### config.mk
export PLATFORM = sky130hd
export DESIGN_NAME = desktop_exec_line_tokenizer_top
export DESIGN_NICKNAME = d
export VERILOG_FILES = /design/src/hw/rtl/dxlt_pkg.sv /design/src/hw/rtl/desktop_exec_line_tokenizer_top.sv
export SDC_FILE = /design/constraint.sdc
export NUM_CORES = 1
export LEC_CHECK = 0
export BUFFER_PORTS_ARGS = -buffer_cell sky130_fd_sc_hd__buf_2
export CAP_MARGIN = 15
export CORE_MARGIN = 8
export CORE_UTILIZATION = 35
export DETAILED_ROUTE_END_ITERATION = 10
export HOLD_SLACK_MARGIN = 0.06
export REMOVE_ABC_BUFFERS = 1
export SYNTH_ARGS = -nofsm -noshare
export SYNTH_HDL_FRONTEND = slang
export SYNTH_SLANG_ARGS = --single-unit
### constraint.sdc
create_clock -name clk -period 3.6 [get_ports clk]
set_clock_uncertainty 0.15 [all_clocks]
set_input_delay 0.18 -clock clk [delete_from_list [all_inputs] [get_ports clk]]
set_output_delay 0.18 -clock clk [all_outputs]
set_load 0.005 [all_outputs]
### src/hw/rtl/dxlt_pkg.sv
// Shared types and constants for the desktop exec line tokenizer.
`default_nettype none

package dxlt_pkg;

  // Tokenizer modes
  localparam logic [2:0] MODE_PLAIN = 3'd0;
  localparam logic [2:0] MODE_FIELD = 3'd1;
  localparam logic [2:0] MODE_ESC   = 3'd2;
  localparam logic [2:0] MODE_QUOTE = 3'd3;
  localparam logic [2:0] MODE_QESC  = 3'd4;

  // Result kinds
  localparam logic [2:0] KIND_CHAR      = 3'd0;
  localparam logic [2:0] KIND_COMMIT    = 3'd1;
  localparam logic [2:0] KIND_FIRST_URI = 3'd2;
  localparam logic [2:0] KIND_ALL_URIS  = 3'd3;
  localparam logic [2:0] KIND_ICON      = 3'd4;
  localparam logic [2:0] KIND_NAME      = 3'd5;

  // Input action codes
  localparam logic ACT_CHAR = 1'b0;
  localparam logic ACT_EOL  = 1'b1;

  // Configuration register indexes
  localparam logic [1:0] REG_HAS_ICON     = 2'd0;
  localparam logic [1:0] REG_FORCE_APPEND = 2'd1;
  localparam logic [1:0] REG_URI_COUNT    = 2'd2;

  // Byte constants
  localparam logic [7:0] CH_PERCENT = 8'h25;
  localparam logic [7:0] CH_BSLASH  = 8'h5C;
  localparam logic [7:0] CH_DQUOTE  = 8'h22;
  localparam logic [7:0] CH_SQUOTE  = 8'h27;
  localparam logic [7:0] CH_SPACE   = 8'h20;
  localparam logic [7:0] CH_TAB     = 8'h09;
  localparam logic [7:0] CH_CR      = 8'h0D;
  localparam logic [7:0] CH_LC_F    = 8'h66;
  localparam logic [7:0] CH_LC_U    = 8'h75;
  localparam logic [7:0] CH_UC_F    = 8'h46;
  localparam logic [7:0] CH_UC_U    = 8'h55;
  localparam logic [7:0] CH_LC_I    = 8'h69;
  localparam logic [7:0] CH_LC_C    = 8'h63;

  // Result queue depth and pointer width
  localparam int QDEPTH = 4;
  localparam int QPTRW  = 2;

  typedef struct packed {
    logic [2:0] kind;
    logic [7:0] char_code_out;
    logic       last_of_run;
  } res_t;

endpackage

`default_nettype wire

### src/hw/rtl/desktop_exec_line_tokenizer_top.sv
// Top level of the desktop exec line tokenizer.
// A result is written into the result queue on its input transfer.
// Throughput: one input item per cycle while s_axis_tready is high; an
// end-of-line item that yields a commit and an all-URIs insert gives two
// results, absorbed by a four-entry result queue (input ready while at most two results queued).
// Reset (synchronous, rst high) clears registers, tokenizer state and queue.
`default_nettype none

module desktop_exec_line_tokenizer_top (
  input  wire logic       clk,
  input  wire logic       rst,
  // input stream
  input  wire logic       s_axis_tvalid,
  output logic            s_axis_tready,
  input  wire logic [7:0] s_axis_tdata,   // [7:0] char_code
  input  wire logic [0:0] s_axis_tuser,   // [0] action
  // result stream
  output logic            m_axis_tvalid,
  input  wire logic       m_axis_tready,
  output logic [7:0]      m_axis_tdata,   // [7:0] char_code_out
  output logic [2:0]      m_axis_tuser,   // [2:0] kind
  output logic            m_axis_tlast,   // last_of_run
  // configuration writes
  input  wire logic       cfg_valid,
  output logic            cfg_ready,
  input  wire logic [1:0] cfg_index,
  input  wire logic [7:0] cfg_data
);

  // Configuration registers
  logic       has_icon;
  logic       force_append;
  logic [7:0] uri_count;

  // Tokenizer state
  logic [2:0] mode, mode_next;
  logic [7:0] quote_byte, quote_byte_next;
  logic       word_nonempty, word_nonempty_next;
  logic       uri_code_seen, uri_code_seen_next;

  // Result queue
  dxlt_pkg::res_t                  queue [dxlt_pkg::QDEPTH];
  logic [dxlt_pkg::QPTRW-1:0]      wr_ptr, rd_ptr;
  logic [dxlt_pkg::QPTRW:0]        count, count_next;

  logic           in_xfer, out_xfer;
  logic [1:0]     n_res;
  dxlt_pkg::res_t res0, res1;
  logic           action;
  logic [7:0]     ch;
  logic           is_space;

  assign action    = s_axis_tuser[0];
  assign ch        = s_axis_tdata;
  assign cfg_ready = 1'b1;

  // Leave room for the two results an end-of-line item may produce.
  assign s_axis_tready = (count <= (dxlt_pkg::QPTRW+1)'(dxlt_pkg::QDEPTH - 2));
  assign in_xfer       = s_axis_tvalid & s_axis_tready;
  assign m_axis_tvalid = (count != '0);
  assign out_xfer      = m_axis_tvalid & m_axis_tready;

  assign m_axis_tuser = queue[rd_ptr].kind;
  assign m_axis_tdata = queue[rd_ptr].char_code_out;
  assign m_axis_tlast = queue[rd_ptr].last_of_run;

  assign is_space = (ch == dxlt_pkg::CH_SPACE) ||
                    ((ch >= dxlt_pkg::CH_TAB) && (ch <= dxlt_pkg::CH_CR));

  // Classify one byte against the current mode; build up to two results.
  always_comb begin
    mode_next          = mode;
    quote_byte_next    = quote_byte;
    word_nonempty_next = word_nonempty;
    uri_code_seen_next = uri_code_seen;
    n_res              = 2'd0;
    res0               = '{kind: dxlt_pkg::KIND_CHAR, char_code_out: 8'h00, last_of_run: 1'b1};
    res1               = '{kind: dxlt_pkg::KIND_ALL_URIS, char_code_out: 8'h00, last_of_run: 1'b1};

    if (action == dxlt_pkg::ACT_EOL) begin
      // Commit the pending word, then optionally force all URIs.
      if (word_nonempty) begin
        res0.kind = dxlt_pkg::KIND_COMMIT;
        if (!uri_code_seen && force_append) begin
          res0.last_of_run = 1'b0;
          n_res = 2'd2;
        end else begin
          n_res = 2'd1;
        end
      end else if (!uri_code_seen && force_append) begin
        res0.kind = dxlt_pkg::KIND_ALL_URIS;
        n_res = 2'd1;
      end
      mode_next          = dxlt_pkg::MODE_PLAIN;
      quote_byte_next    = 8'h00;
      word_nonempty_next = 1'b0;
      uri_code_seen_next = 1'b0;
    end else begin
      case (mode)
        dxlt_pkg::MODE_FIELD: begin
          mode_next = dxlt_pkg::MODE_PLAIN;
          if (ch == dxlt_pkg::CH_PERCENT) begin
            res0.char_code_out = ch;
            word_nonempty_next = 1'b1;
            n_res = 2'd1;
          end else if (ch == dxlt_pkg::CH_LC_F || ch == dxlt_pkg::CH_LC_U) begin
            uri_code_seen_next = 1'b1;
            res0.kind = dxlt_pkg::KIND_FIRST_URI;
            n_res = (uri_count != 8'h00) ? 2'd1 : 2'd0;
          end else if (ch == dxlt_pkg::CH_UC_F || ch == dxlt_pkg::CH_UC_U) begin
            uri_code_seen_next = 1'b1;
            res0.kind = dxlt_pkg::KIND_ALL_URIS;
            n_res = 2'd1;
          end else if (ch == dxlt_pkg::CH_LC_I) begin
            res0.kind = dxlt_pkg::KIND_ICON;
            n_res = has_icon ? 2'd1 : 2'd0;
          end else if (ch == dxlt_pkg::CH_LC_C) begin
            res0.kind = dxlt_pkg::KIND_NAME;
            n_res = 2'd1;
          end
        end
        dxlt_pkg::MODE_ESC: begin
          mode_next          = dxlt_pkg::MODE_PLAIN;
          res0.char_code_out = ch;
          word_nonempty_next = 1'b1;
          n_res = 2'd1;
        end
        dxlt_pkg::MODE_QUOTE: begin
          if (ch == dxlt_pkg::CH_BSLASH) begin
            mode_next = dxlt_pkg::MODE_QESC;
          end else if (ch == quote_byte) begin
            mode_next = dxlt_pkg::MODE_PLAIN;
          end else begin
            res0.char_code_out = ch;
            word_nonempty_next = 1'b1;
            n_res = 2'd1;
          end
        end
        dxlt_pkg::MODE_QESC: begin
          mode_next          = dxlt_pkg::MODE_QUOTE;
          res0.char_code_out = ch;
          word_nonempty_next = 1'b1;
          n_res = 2'd1;
        end
        default: begin
          // Plain mode; undefined codes behave the same.
          mode_next = dxlt_pkg::MODE_PLAIN;
          if (ch == dxlt_pkg::CH_DQUOTE || ch == dxlt_pkg::CH_SQUOTE) begin
            mode_next       = dxlt_pkg::MODE_QUOTE;
            quote_byte_next = ch;
          end else if (ch == dxlt_pkg::CH_PERCENT) begin
            mode_next = dxlt_pkg::MODE_FIELD;
          end else if (ch == dxlt_pkg::CH_BSLASH) begin
            mode_next = dxlt_pkg::MODE_ESC;
          end else if (is_space) begin
            if (word_nonempty) begin
              res0.kind          = dxlt_pkg::KIND_COMMIT;
              word_nonempty_next = 1'b0;
              n_res = 2'd1;
            end
          end else begin
            res0.char_code_out = ch;
            word_nonempty_next = 1'b1;
            n_res = 2'd1;
          end
        end
      endcase
    end
  end

  always_comb begin
    count_next = count;
    if (in_xfer) begin
      count_next = count_next + (dxlt_pkg::QPTRW+1)'(n_res);
    end
    if (out_xfer) begin
      count_next = count_next - (dxlt_pkg::QPTRW+1)'(1);
    end
  end

  // Configuration registers: writes are always accepted and registered.
  always_ff @(posedge clk) begin
    if (rst) begin
      has_icon     <= 1'b0;
      force_append <= 1'b0;
      uri_count    <= 8'h00;
    end else if (cfg_valid && cfg_ready) begin
      case (cfg_index)
        dxlt_pkg::REG_HAS_ICON:     has_icon     <= cfg_data[0];
        dxlt_pkg::REG_FORCE_APPEND: force_append <= cfg_data[0];
        dxlt_pkg::REG_URI_COUNT:    uri_count    <= cfg_data;
        default: ;
      endcase
    end
  end

  // Tokenizer state and queue pointers.
  always_ff @(posedge clk) begin
    if (rst) begin
      mode          <= dxlt_pkg::MODE_PLAIN;
      quote_byte    <= 8'h00;
      word_nonempty <= 1'b0;
      uri_code_seen <= 1'b0;
      wr_ptr        <= '0;
      rd_ptr        <= '0;
      count         <= '0;
    end else begin
      if (in_xfer) begin
        mode          <= mode_next;
        quote_byte    <= quote_byte_next;
        word_nonempty <= word_nonempty_next;
        uri_code_seen <= uri_code_seen_next;
        wr_ptr        <= wr_ptr + dxlt_pkg::QPTRW'(n_res);
      end
      if (out_xfer) begin
        rd_ptr <= rd_ptr + dxlt_pkg::QPTRW'(1);
      end
      count <= count_next;
    end
  end

  // Queue payload: write the new results behind the tail.
  always_ff @(posedge clk) begin
    if (in_xfer) begin
      if (n_res != 2'd0) begin
        queue[wr_ptr] <= res0;
      end
      if (n_res == 2'd2) begin
        queue[wr_ptr + dxlt_pkg::QPTRW'(1)] <= res1;
      end
    end
  end

endmodule

`default_nettype wire
Word level (Yosys, flattened, before mapping) --
Memory sizes are Yosys's and may differ from the RTL's. A register that Yosys moved wholly into a read port is not among the register bits. Cells that the tools add are included.
Word-level totals: input bits 24, memories kept 1, output and inout bits 15, register bits after elaboration 30, memory bits (writable) 48, logic and storage cells 150
Memory list:
- queue | words 4, bits a word 12, read ports 1, clocked after memory_dff 1, write ports 2, RTL line desktop_exec_line_tokenizer_top.sv:42 | dxlt_pkg::res_t queue [dxlt_pkg::QDEPTH];
Cells by class: bitwise logic cells 2, reductions and logical operators 25, order comparisons 3, equality and inequality tests 28, multiplexer cells 76, add/subtract/negate cells 5
Operator list (number):
- 2-to-1 mux 8 bit | 8
- equality test 8 x 7 -> 1 bit (second input constant) | 7
- 2-to-1 mux 1 bit | 39
- 2-to-1 mux 11 bit | 3
- 2-to-1 mux 3 bit | 11
- equality test 8 x 6 -> 1 bit (second input constant) | 4
- case mux 8 bit (3 select lines) | 1
- 2-to-1 mux 2 bit | 10
- != test 5 x 3 -> 1 bit (second input constant) | 2
- != test 3 bit (second input constant) | 3
- case mux 3 bit (3 select lines) | 1
- equality test 8 bit | 1
- greater-or-equal comparator 8 x 4 -> 1 bit (second input constant) | 1
- <= comparator 8 x 4 -> 1 bit (second input constant) | 1
- AND reduction 2 bit | 4
- nonzero test 8 bit | 1
- AND reduction 7 bit | 1
- equality test 3 x 2 -> 1 bit (second input constant) | 2
- case mux 2 bit (3 select lines) | 1
- case mux 3 bit (2 select lines) | 1
- nonzero test 2 bit | 3
- nonzero test 3 bit | 2
- adder 2 x 1 -> 2 bit (second input constant) | 2
- equality test 2 bit (second input constant) | 2
- 22 further kinds | 28

Logic depth before layout (Yosys ltp) --
Gate-level depths: netlist (run 1).
depth in word-level cells 13, mapped depth 16, mapped depth without buffers 15

Least setup slack after synthesis (run 1) --
No wires, ideal clock.
path type input to register, start point input s_axis_tdata[4], end point register count[1] in the netlist's numbering, slack 0.215 ns, cell stages on the path 13, arrival 3.170 ns, buffers on the path 1, library setup time 0.065 ns, data required time 3.385 ns, cell sequence buf_6 -> or3_4 -> o41ai_1 -> a211oi_1 -> o41ai_1 -> ha_1 -> inv_1 -> fa_1 -> nor2_1 -> a21oi_1 -> ha_1 -> mux2_2 -> nor2_1
Between the ends: cells in the longest elaborated chain, start to end 13, elaborated cells between the ends (all ways) 36, classes of those cells 2 x add/sub; 2 x order compare; 12 x eq/ne; 15 x mux; 5 x reduce/logical
Ends and longest elaborated chain:
- from (decl) | RTL line desktop_exec_line_tokenizer_top.sv:15 | input wire logic [7:0] s_axis_tdata,
- greater-or-equal comparator 8 x 4 -> 1 bit / <= comparator 8 x 4 -> 1 bit (equally long branches) | RTL line desktop_exec_line_tokenizer_top.sv:68 | ((ch >= dxlt_pkg::CH_TAB) && (ch <= dxlt_pkg::CH_CR));
- logical AND 1 bit | RTL line desktop_exec_line_tokenizer_top.sv:68
- logical OR 1 bit | RTL line desktop_exec_line_tokenizer_top.sv:67 | assign is_space = (ch == dxlt_pkg::CH_SPACE) ||
- 2-to-1 mux 1 bit | RTL line desktop_exec_line_tokenizer_top.sv:155 | end else if (is_space) begin
- 2-to-1 mux 1 bit | RTL line desktop_exec_line_tokenizer_top.sv:153 | end else if (ch == dxlt_pkg::CH_BSLASH) begin
- 2-to-1 mux 1 bit | RTL line desktop_exec_line_tokenizer_top.sv:151 | end else if (ch == dxlt_pkg::CH_PERCENT) begin
- 2-to-1 mux 1 bit | RTL line desktop_exec_line_tokenizer_top.sv:148 | if (ch == dxlt_pkg::CH_DQUOTE || ch == dxlt_pkg::CH_SQUOTE) begin
- case mux 2 bit (3 select lines) (*) | RTL line desktop_exec_line_tokenizer_top.sv:99 | case (mode)
- 2-to-1 mux 2 bit (*) | RTL line desktop_exec_line_tokenizer_top.sv:80 | if (action == dxlt_pkg::ACT_EOL) begin
- adder 3 x 2 -> 3 bit (*) | RTL line desktop_exec_line_tokenizer_top.sv:174 | count_next = count_next + (dxlt_pkg::QPTRW+1)'(n_res);
- 2-to-1 mux 3 bit (*) | RTL line desktop_exec_line_tokenizer_top.sv:173 | if (in_xfer) begin
- subtractor 3 x 1 -> 3 bit | RTL line desktop_exec_line_tokenizer_top.sv:177 | count_next = count_next - (dxlt_pkg::QPTRW+1)'(1);
- 2-to-1 mux 3 bit (*) | RTL line desktop_exec_line_tokenizer_top.sv:176 | if (out_xfer) begin
- to (signal assigned) | RTL line desktop_exec_line_tokenizer_top.sv:218 | count <= count_next;
- to (decl) | RTL line desktop_exec_line_tokenizer_top.sv:44 | logic [dxlt_pkg::QPTRW:0] count, count_next;
Mark *: on every way between the ends. The rest lies on a longest branch, timed or not. A chain may end at the register's enable or synchronous reset.

Worst setup path in the final report (run 1) --
start point register has_icon, end point register count[1] in the netlist's numbering
Between the ends: cells in the longest elaborated chain, start to end 11
Ends and longest elaborated chain:
- from (decl) | RTL line desktop_exec_line_tokenizer_top.sv:31 | logic has_icon;
- from (signal assigned) | RTL line desktop_exec_line_tokenizer_top.sv:189 | dxlt_pkg::REG_HAS_ICON: has_icon <= cfg_data[0];
- 2-to-1 mux 1 bit (*) | RTL line desktop_exec_line_tokenizer_top.sv:116 | n_res = has_icon ? 2'd1 : 2'd0;
- 2-to-1 mux 1 bit (*) | RTL line desktop_exec_line_tokenizer_top.sv:114 | end else if (ch == dxlt_pkg::CH_LC_I) begin
- 2-to-1 mux 1 bit (*) | RTL line desktop_exec_line_tokenizer_top.sv:110 | end else if (ch == dxlt_pkg::CH_UC_F || ch == dxlt_pkg::CH_UC_U) begin
- 2-to-1 mux 1 bit (*) | RTL line desktop_exec_line_tokenizer_top.sv:106 | end else if (ch == dxlt_pkg::CH_LC_F || ch == dxlt_pkg::CH_LC_U) begin
- 2-to-1 mux 1 bit (*) | RTL line desktop_exec_line_tokenizer_top.sv:102 | if (ch == dxlt_pkg::CH_PERCENT) begin
- case mux 2 bit (3 select lines) (*) | RTL line desktop_exec_line_tokenizer_top.sv:99
- 2-to-1 mux 2 bit (*) | RTL line desktop_exec_line_tokenizer_top.sv:80
- adder 3 x 2 -> 3 bit (*) | RTL line desktop_exec_line_tokenizer_top.sv:174
- 2-to-1 mux 3 bit (*) | RTL line desktop_exec_line_tokenizer_top.sv:173
- subtractor 3 x 1 -> 3 bit | RTL line desktop_exec_line_tokenizer_top.sv:177
- 2-to-1 mux 3 bit (*) | RTL line desktop_exec_line_tokenizer_top.sv:176
Marked as above.

==> results of run 1 <==
[worst max path at each step]
stage / start / end / slack (ns)
global placement: s_axis_tdata[1] / count[1] / 0.15
CTS: has_icon / count[1] / 0.26
detailed placement: s_axis_tdata[1] / count[1] / 0.03
finish: has_icon / count[1] / 0.27
global route: has_icon / count[1] / 0.007
floorplan: s_axis_tdata[4] / count[1] / 0.33
[per-stage QoR]
| stage | cell area [µm²] | setup WS [ns] | hold WS, ns | std cells | util [%] |
|---|---|---|---|---|---|
| after floorplan | 4010 | 0.333 | 0.0991 | 414 | - |
| after global placement | 4480 | 0.145 | 0.260 | 608 | 39.1 |
| after detailed placement | 4480 | 0.0337 | 0.269 | 608 | 39.1 |
| after global routing | 4880 | 0.00676 | 0.0886 | 634 | 42.6 |
| final | 4880 | 0.267 | 0.0662 | 634 | 42.6 |
| after CTS | 4880 | 0.259 | 0.0637 | 634 | 42.6 |
[cells by family (layout without fill, tap and decap cells)]
| kind of cell | after synthesis | count (layout) | synth area share, % |
|---|---|---|---|
| other | 1 | 1 | 0.0908 |
| XOR/XNOR | 17 | 17 | 3.61 |
| multiplexers | 71 | 71 | 21.0 |
| adder cells (fa/ha/maj) | 9 | 9 | 2.79 |
| flip-flops | 80 | 80 | 38.8 |
| AND/OR/NAND/NOR | 179 | 179 | 21.5 |
| AO/OA/AOI/OAI | 46 | 46 | 8.37 |
| buffers and inverters | 35 | 88 | 3.82 |
[worst max-delay path, delay by kind of cell, from the launching register on]
family / cells / cell delay, ns
AOI/OAI and AO/OA: 4 / 1.31
adders and majority gates: 3 / 0.95
buffers and inverters: 1 / 0.05
and+or+nand+nor: 3 / 0.21
muxes: 1 / 0.25
DFF: 1 / 0.36
[cell usage after synthesis (all sizes together), types with 2 or more instances]
master / count
ha: 6
nand3: 11
nand3b: 6
o21ai: 2
maj3: 2
nor3b: 2
a221o: 3
clkbuf: 16
mux2i: 54
a211oi: 4
dfxtp: 80
nand2b: 9
and3: 4
or4: 3
inv: 11
a21oi: 17
or3b: 2
mux4: 12
xor2: 3
nor3: 5
buf: 8
xnor2: 14
and2: 8
nor2: 45
or3: 5
nand2: 60
a2bb2oi: 2
a31oi: 3
nor2b: 5
nand4b: 5
o32ai: 2
nor4: 2
nand4: 4
mux2: 5
o41ai: 2
[area by class of cell]
class	instances	area [µm²]
Timing Repair Buffer	61	390
Fill cell	1130	6590
Inverter	11	41.3
Multi-Input combinational cell	323	2370
Tap cell	143	179
Sequential cell	80	1600
Clock buffer	12	246
Clock inverter	4	53.8
[routing by layer]
metal  up-vias  part of all wire [%]
met4         0                   1.3
met2        51                    49
met3        11                   3.1
li1       1642                     -
met5         -                     0
met1      1586                    46
[power by group through the flow]
stage | logic [mW] | registers, mW | clock network [mW]
after global routing | 0.862 | 1.25 | 0.982
after detailed placement | 0.769 | 1.24 | 0
after floorplan | 0.542 | 1.19 | 0
after CTS | 0.781 | 1.23 | 0.944
final | 0.768 | 1.22 | 0.919
after global placement | 0.745 | 1.23 | 0
[registers in the layout, indices dropped and copies added (netlist names), named ones only]
signal         cells
queue             48
quote_byte         8
uri_count          8
count              3
mode               3
rd_ptr             2
wr_ptr             2
force_append       1
has_icon           1
uri_code_seen      1
word_nonempty      1
==> run_results.csv, run 1 <==
group,metric,value,unit
status,outcome,"completed",
sta,rsz_0062_raised_after_global_routing,"no",
yosys,top_flip_flop_cell_by_instance_count_after_synthesis,"dfxtp_1",
routing,drt_pre_antenna_iters,4,
yosys,ys_async_sr_fraction,0,%
grt,number_of_global_route_vias_before_repair,3368,
sta,timing_hold_violations_final,0,
power_and_ir_drop,switching_power,0.859,mW
critical_path,crit_path_top_delay_cell,"a2111oi_0",
routing,detail_route.wl_per_cell,15.8,µm
grt,grt_first_pass_wirelength,16800,µm
critical_path,critPathMaxFanout,2,
place,globalplace.congestion,0.854,
power_and_ir_drop,swShare,29.6,%
floorplanning,chipHeight,125,µm
sta,post-route-period-util,92.6,%
routing,dr_total_vias,3290,
final_layout,most_common_cell_after_layout_fill_and_taps_aside,"dfxtp_1",
critical_path,end_kind,"flip-flop",
power_and_ir_drop,clock_power_share,31.6,%
final_layout,post_route_cells_drive_above_1_share,18.5,%
clock_tree,clock_insertion_delay_worst_skew,0.33,ns
critical_path,setup.worst_path.class,"flip-flop to flip-flop",
sta,max_freq,300,MHz
worst_hold_path,whs_path_depth,4,
final_layout,areaGrowthSynthToFinish,18.2,%
critical_path,worstReg2RegStart,"has_icon",
floorplanning,io-pin-count,39,
sta,fin_crit,3.33,ns
sta,finalSetupViolCount,0,
yosys,syn-instance-count,438,
clock_tree,cts_max_level,3,
yosys,synth.yosys.seq_area_share,38.8,%
yosys,yosysTopAreaCell,"dfxtp_1",
power_and_ir_drop,p_leak,2.12,nW
critical_path,rr_worst_depth,12,
grt,initial_antenna_violation_count,0,
critical_path,cp-start-kind,"flip-flop",
final_layout,layout.cells.most_common_list,"80 x dfxtp_1, 60 x nand2_1, 54 x mux2i_1",
critical_path,cp_cell_sequence,"nand3b_1 -> a2111oi_0 -> a211oi_1 -> o41ai_1 -> ha_1 -> inv_1 -> fa_1 -> nor2_1 -> a21oi_1 -> ha_1 -> mux2_2 -> nor2_1",
yosys,synth.yosys.warnings,0,
sta,setup_total_negative_slack,0,ns
clock_tree,holdBufCountCts,10,
floorplanning,floorplan.die_area,15500,µm²
critical_path,worstReg2RegEnd,"count[1]",
power_and_ir_drop,intPower,2.05,mW
yosys,edff_count_synth,0,
floorplanning,die-width,125,µm
job,drv_cap,0,
power_and_ir_drop,share_comb_of_total_power,26.4,%
routing,route.detailed.drc,0,
routing,dr.first_iter.drc_count,228,
sta,final-max-slew-violation-count,0,
worst_hold_path,hp-start,"m_axis_tready",
routing,total_routed_wirelength,10000,µm
yosys,ys_ff_latch,80,
floorplanning,initial_core_utilization,36.0,%
worst_hold_path,holdCritPathClass,"primary input to flip-flop",
place,io_buffers,37,
worst_hold_path,whs_endpoint,"count[0]",
grt,grt_use_total,13.2,%
clock_tree,max-clock-path-buffers,2,
clock_tree,cts_resized,0,
routing,postRouteAntennaNets,0,
critical_path,cp.required,3.72,ns
grt,met2_usage,22.0,%
clock_tree,cts.sink_count,80,
grt,grt_util_met3,3.70,%
sta,worst_slew_pin_slew,0.855,ns
critical_path,cp_slowest_stage_delay,0.52,ns
final_layout,design.final.nets,517,
critical_path,setup_slack_of_the_worst_register_to_register_path,0.27,ns
place,place_hpwl,7470,µm
power_and_ir_drop,power.sequential.fraction,42.0,%
yosys,netlist_area,4130,µm²
power_and_ir_drop,peakVddDrop,0.351,mV
grt,globalRouteMet1Util,15.7,%
clock_tree,cts_tree,"yes",
clock_tree,numCtsBuffers,9,
power_and_ir_drop,total_power,2.91,mW
floorplanning,num_rows,39,
critical_path,worst-endpoint-arrival,3.45,ns
grt,maximum_number_of_pins_on_one_net_before_global_route_repair,27,
routing,post_drt_via_cell_ratio,5.19,
floorplanning,coreArea,11500,µm²
yosys,yosysUniqueCellTypes,56,
grt,grt.overflow.total,0,
sta,worst_slew_slack_as_a_fraction_of_its_limit,43.0,%
yosys,synthTopCellsByArea,"dfxtp_1 39%, mux2i_1 13%, mux4_2 6.5%",
clock_tree,cts.reportedPaths.clkPinSlew,0.06,ns
grt,global_route.peak_usage_layer,"met2",
power_and_ir_drop,powerDensity,596,nW/µm²
yosys,synth.avg_cell_area,9.42,µm²
yosys,synth.top_cell.area_share,38.8,%
final_layout,antenna-diode-count,0,
clock_tree,cts_post_setup_buffers_inserted,0,
clock_tree,clock_tree.root_cell,"clkbuf_16",
Power figures use the tool's default switching activity.
==> inputs of run 2 (changes only) <==
- REMOVE_ABC_BUFFERS: 1 -> not set
==> run 2 against run 1 <==
Net effect: final cell count down 0.47%; sequential cell count did not move; register-to-register slack improved by 0.07 ns; clock power decreased by 2%; sequential power barely moved; non-clock buffer count shrank 3; first-iteration DRC count shrank 25%; maximum frequency is 2.2% higher; combinational power shrank 0.9%; critical path depth did not move; via count fell by 1.0%; hold slack gained 0.0032 ns; critical path type unchanged; largest power group unchanged.
==> run_results.csv, run 2 (synthesis results as in run 1) <==
group,metric,value,unit
final_layout,design.final.nets,514,
place,detailedPlace.worstSlack,-0.0167,ns
floorplanning,initial_core_utilization,36.0,%
routing,total_routed_wirelength,9810,µm
grt,initial_antenna_violation_count,0,
power_and_ir_drop,swShare,29.7,%
critical_path,worst_path_dominant_cell_family,"compound AO/OA/AOI/OAI gates",
routing,drt_pre_antenna_iters,4,
critical_path,critPathMaxFanout,2,
power_and_ir_drop,clock_power_share,31.3,%
sta,final-max-slew-violation-count,0,
final_layout,most_common_cell_after_layout_fill_and_taps_aside,"dfxtp_1",
sta,worst_slew_slack_as_a_fraction_of_its_limit,41.6,%
final_layout,finish.cell_count_without_fillers,631,
sta,timing_hold_violations_final,0,
clock_tree,cts_max_level,3,
sta,finalSetupViolCount,0,
clock_tree,cts_resized,0,
power_and_ir_drop,share_comb_of_total_power,26.4,%
routing,detail_route.wl_per_cell,15.5,µm
power_and_ir_drop,power.sequential.fraction,42.3,%
floorplanning,coreArea,11500,µm²
critical_path,setup.worst_path.class,"flip-flop to flip-flop",
clock_tree,cts.sink_count,80,
critical_path,crit_path_top_delay_cell,"o41ai_1",
final_layout,reg_top3,"queue x48, quote_byte x8, uri_count x8",
final_layout,layout.core_utilization,42.3,%
clock_tree,clock_insertion_delay_worst_skew,0.34,ns
critical_path,rr_worst_depth,12,
sta,setup_total_negative_slack,0,ns
critical_path,worst-endpoint-arrival,3.39,ns
sta,max_freq,307,MHz
final_layout,largest_register_ff_count,48,
place,dpl-instance-area,4470,µm²
routing,dr_total_vias,3256,
grt,grt_use_total,13.2,%
clock_tree,clock_tree.root_cell,"clkbuf_16",
sta,fin_crit,3.26,ns
place,place.detailed.instances,606,
final_layout,antenna-diode-count,0,
floorplanning,die-width,125,µm
routing,route.detailed.drc,0,
floorplanning,io-pin-count,39,
status,outcome,"completed",
clock_tree,cts_tree,"yes",
power_and_ir_drop,total_power,2.88,mW
grt,grt.overflow.total,0,
final_layout,regMostFlops,"queue",
power_and_ir_drop,switching_power,0.856,mW
critical_path,critical_path_buf_inv_count,1,
critical_path,crit_start,"has_icon",
critical_path,worstReg2RegStart,"has_icon",
yosys,synth_fp_nets,469,
place,globalplace.congestion,0.848,
power_and_ir_drop,intPower,2.02,mW
routing,postRouteAntennaNets,0,
clock_tree,max-clock-path-buffers,2,
clock_tree,cts_post_setup_buffers_inserted,0,
power_and_ir_drop,peakVddDrop,0.444,mV
grt,grt_first_pass_wirelength,16900,µm
critical_path,setup_slack_of_the_worst_register_to_register_path,0.34,ns
grt,number_of_global_route_vias_before_repair,3415,
clock_tree,numCtsBuffers,9,
sta,postLayoutSetupSlackWorst,0.338,ns
final_layout,final_area,4850,µm²
clock_tree,cts.reportedPaths.clkPinSlew,0.06,ns
grt,maximum_number_of_pins_on_one_net_before_global_route_repair,27,
critical_path,logic_depth_of_the_worst_setup_path_including_buffers,12,
critical_path,end_kind,"flip-flop",
power_and_ir_drop,powerDensity,593,nW/µm²
floorplanning,floorplan.die_area,15500,µm²
worst_hold_path,holdCritPathClass,"primary input to flip-flop",
sta,worst_slew_pin_slew,0.875,ns
power_and_ir_drop,p_leak,2.11,nW
place,place_hpwl,7190,µm
place,io_buffers,37,
routing,dr.first_iter.drc_count,170,
critical_path,cp_slowest_stage_delay,0.48,ns
sta,post-route-period-util,90.6,%
critical_path,cp_cell_sequence,"nand3b_1 -> a2111oi_0 -> a211oi_1 -> o41ai_1 -> ha_1 -> inv_1 -> fa_1 -> nor2_1 -> a21oi_1 -> ha_1 -> mux2_2 -> nor2_1",
critical_path,cp-endpoint,"count[1]",
critical_path,cp-start-kind,"flip-flop",
floorplanning,num_rows,39,
sta,fin_hold_ws,0.0694,ns
clock_tree,holdBufCountCts,9,
final_layout,areaGrowthSynthToFinish,17.5,%
sta,rsz_0062_raised_after_global_routing,"no",
routing,post_drt_via_cell_ratio,5.16,
critical_path,worstReg2RegEnd,"count[1]",
critical_path,cp.required,3.73,ns
final_layout,layout.cells.most_common_list,"80 x dfxtp_1, 60 x nand2_1, 54 x mux2i_1",
floorplanning,chipHeight,125,µm
job,drv_cap,0,
final_layout,post_route_cells_drive_above_1_share,18.6,%
-- run 2: cell count changes in the layout (fill, tap and decap cells not counted), sizes merged --
| cell | previous run | this run |
|---|---|---|
| clkbuf | 12 | 9 |
| clkinv | 1 | 4 |
| buf | 51 | 49 |
| clkinvlp | 2 | 1 |
| dlygate4sd3 | 10 | 9 |
| inv | 11 | 12 |
-- run 2: per-layer routing --
layer | global-route usage [%] | part of all wire [%] | vias to the layer above
met4 | 4.82 | 1.7 | 0
met5 | 0 | 0 | -
li1 | - | - | 1640
met3 | 3.83 | 4.3 | 15
met1 | 15.4 | 46 | 1545
met2 | 22.3 | 48 | 56
-- run 2: worst min path at each step --
| stage | start | endpoint | slack, ns | cells past startpoint |
|---|---|---|---|---|
| after detailed placement | cfg_data[4] | uri_count[4] | 0.27 | 3 |
| after global routing | m_axis_tready | count[0] | 0.11 | 4 |
| after floorplan | cfg_data[0] | force_append | 0.17 | 2 |
| final | m_axis_tready | count[0] | 0.07 | 4 |
| after global placement | cfg_data[7] | uri_count[7] | 0.26 | 3 |
| after CTS | m_axis_tready | count[0] | 0.06 | 4 |
-- run 2: cell type report --
type | instances | area, µm²
fillers | 1110 | 6620
multi-input cells | 323 | 2370
flip-flops and latches | 80 | 1600
repair buffers | 58 | 365
clock buffers | 9 | 225
well taps | 143 | 179
clock inverters | 7 | 70.1
inverters | 11 | 41.3
-- run 2: worst register-to-register path: cells and delay by family, from the launching register on --
family                   cells  cell delay, ns
flip-flops                   1            0.35
adder cells (fa/ha/maj)      3            0.95
multiplexers                 1            0.26
buffers and inverters        1            0.05
AND/OR/NAND/NOR              3            0.21
AO/OA/AOI/OAI                4            1.23
-- run 2: power groups by stage --
| stage | Sequential, mW | Combinational [mW] | Clock, mW |
|---|---|---|---|
| after detailed placement | 1.24 | 0.761 | 0 |
| after global placement | 1.23 | 0.742 | 0 |
| final | 1.22 | 0.761 | 0.900 |
| after CTS | 1.22 | 0.773 | 0.922 |
| after global routing | 1.25 | 0.862 | 0.958 |
| after floorplan | 1.16 | 0.603 | 0 |
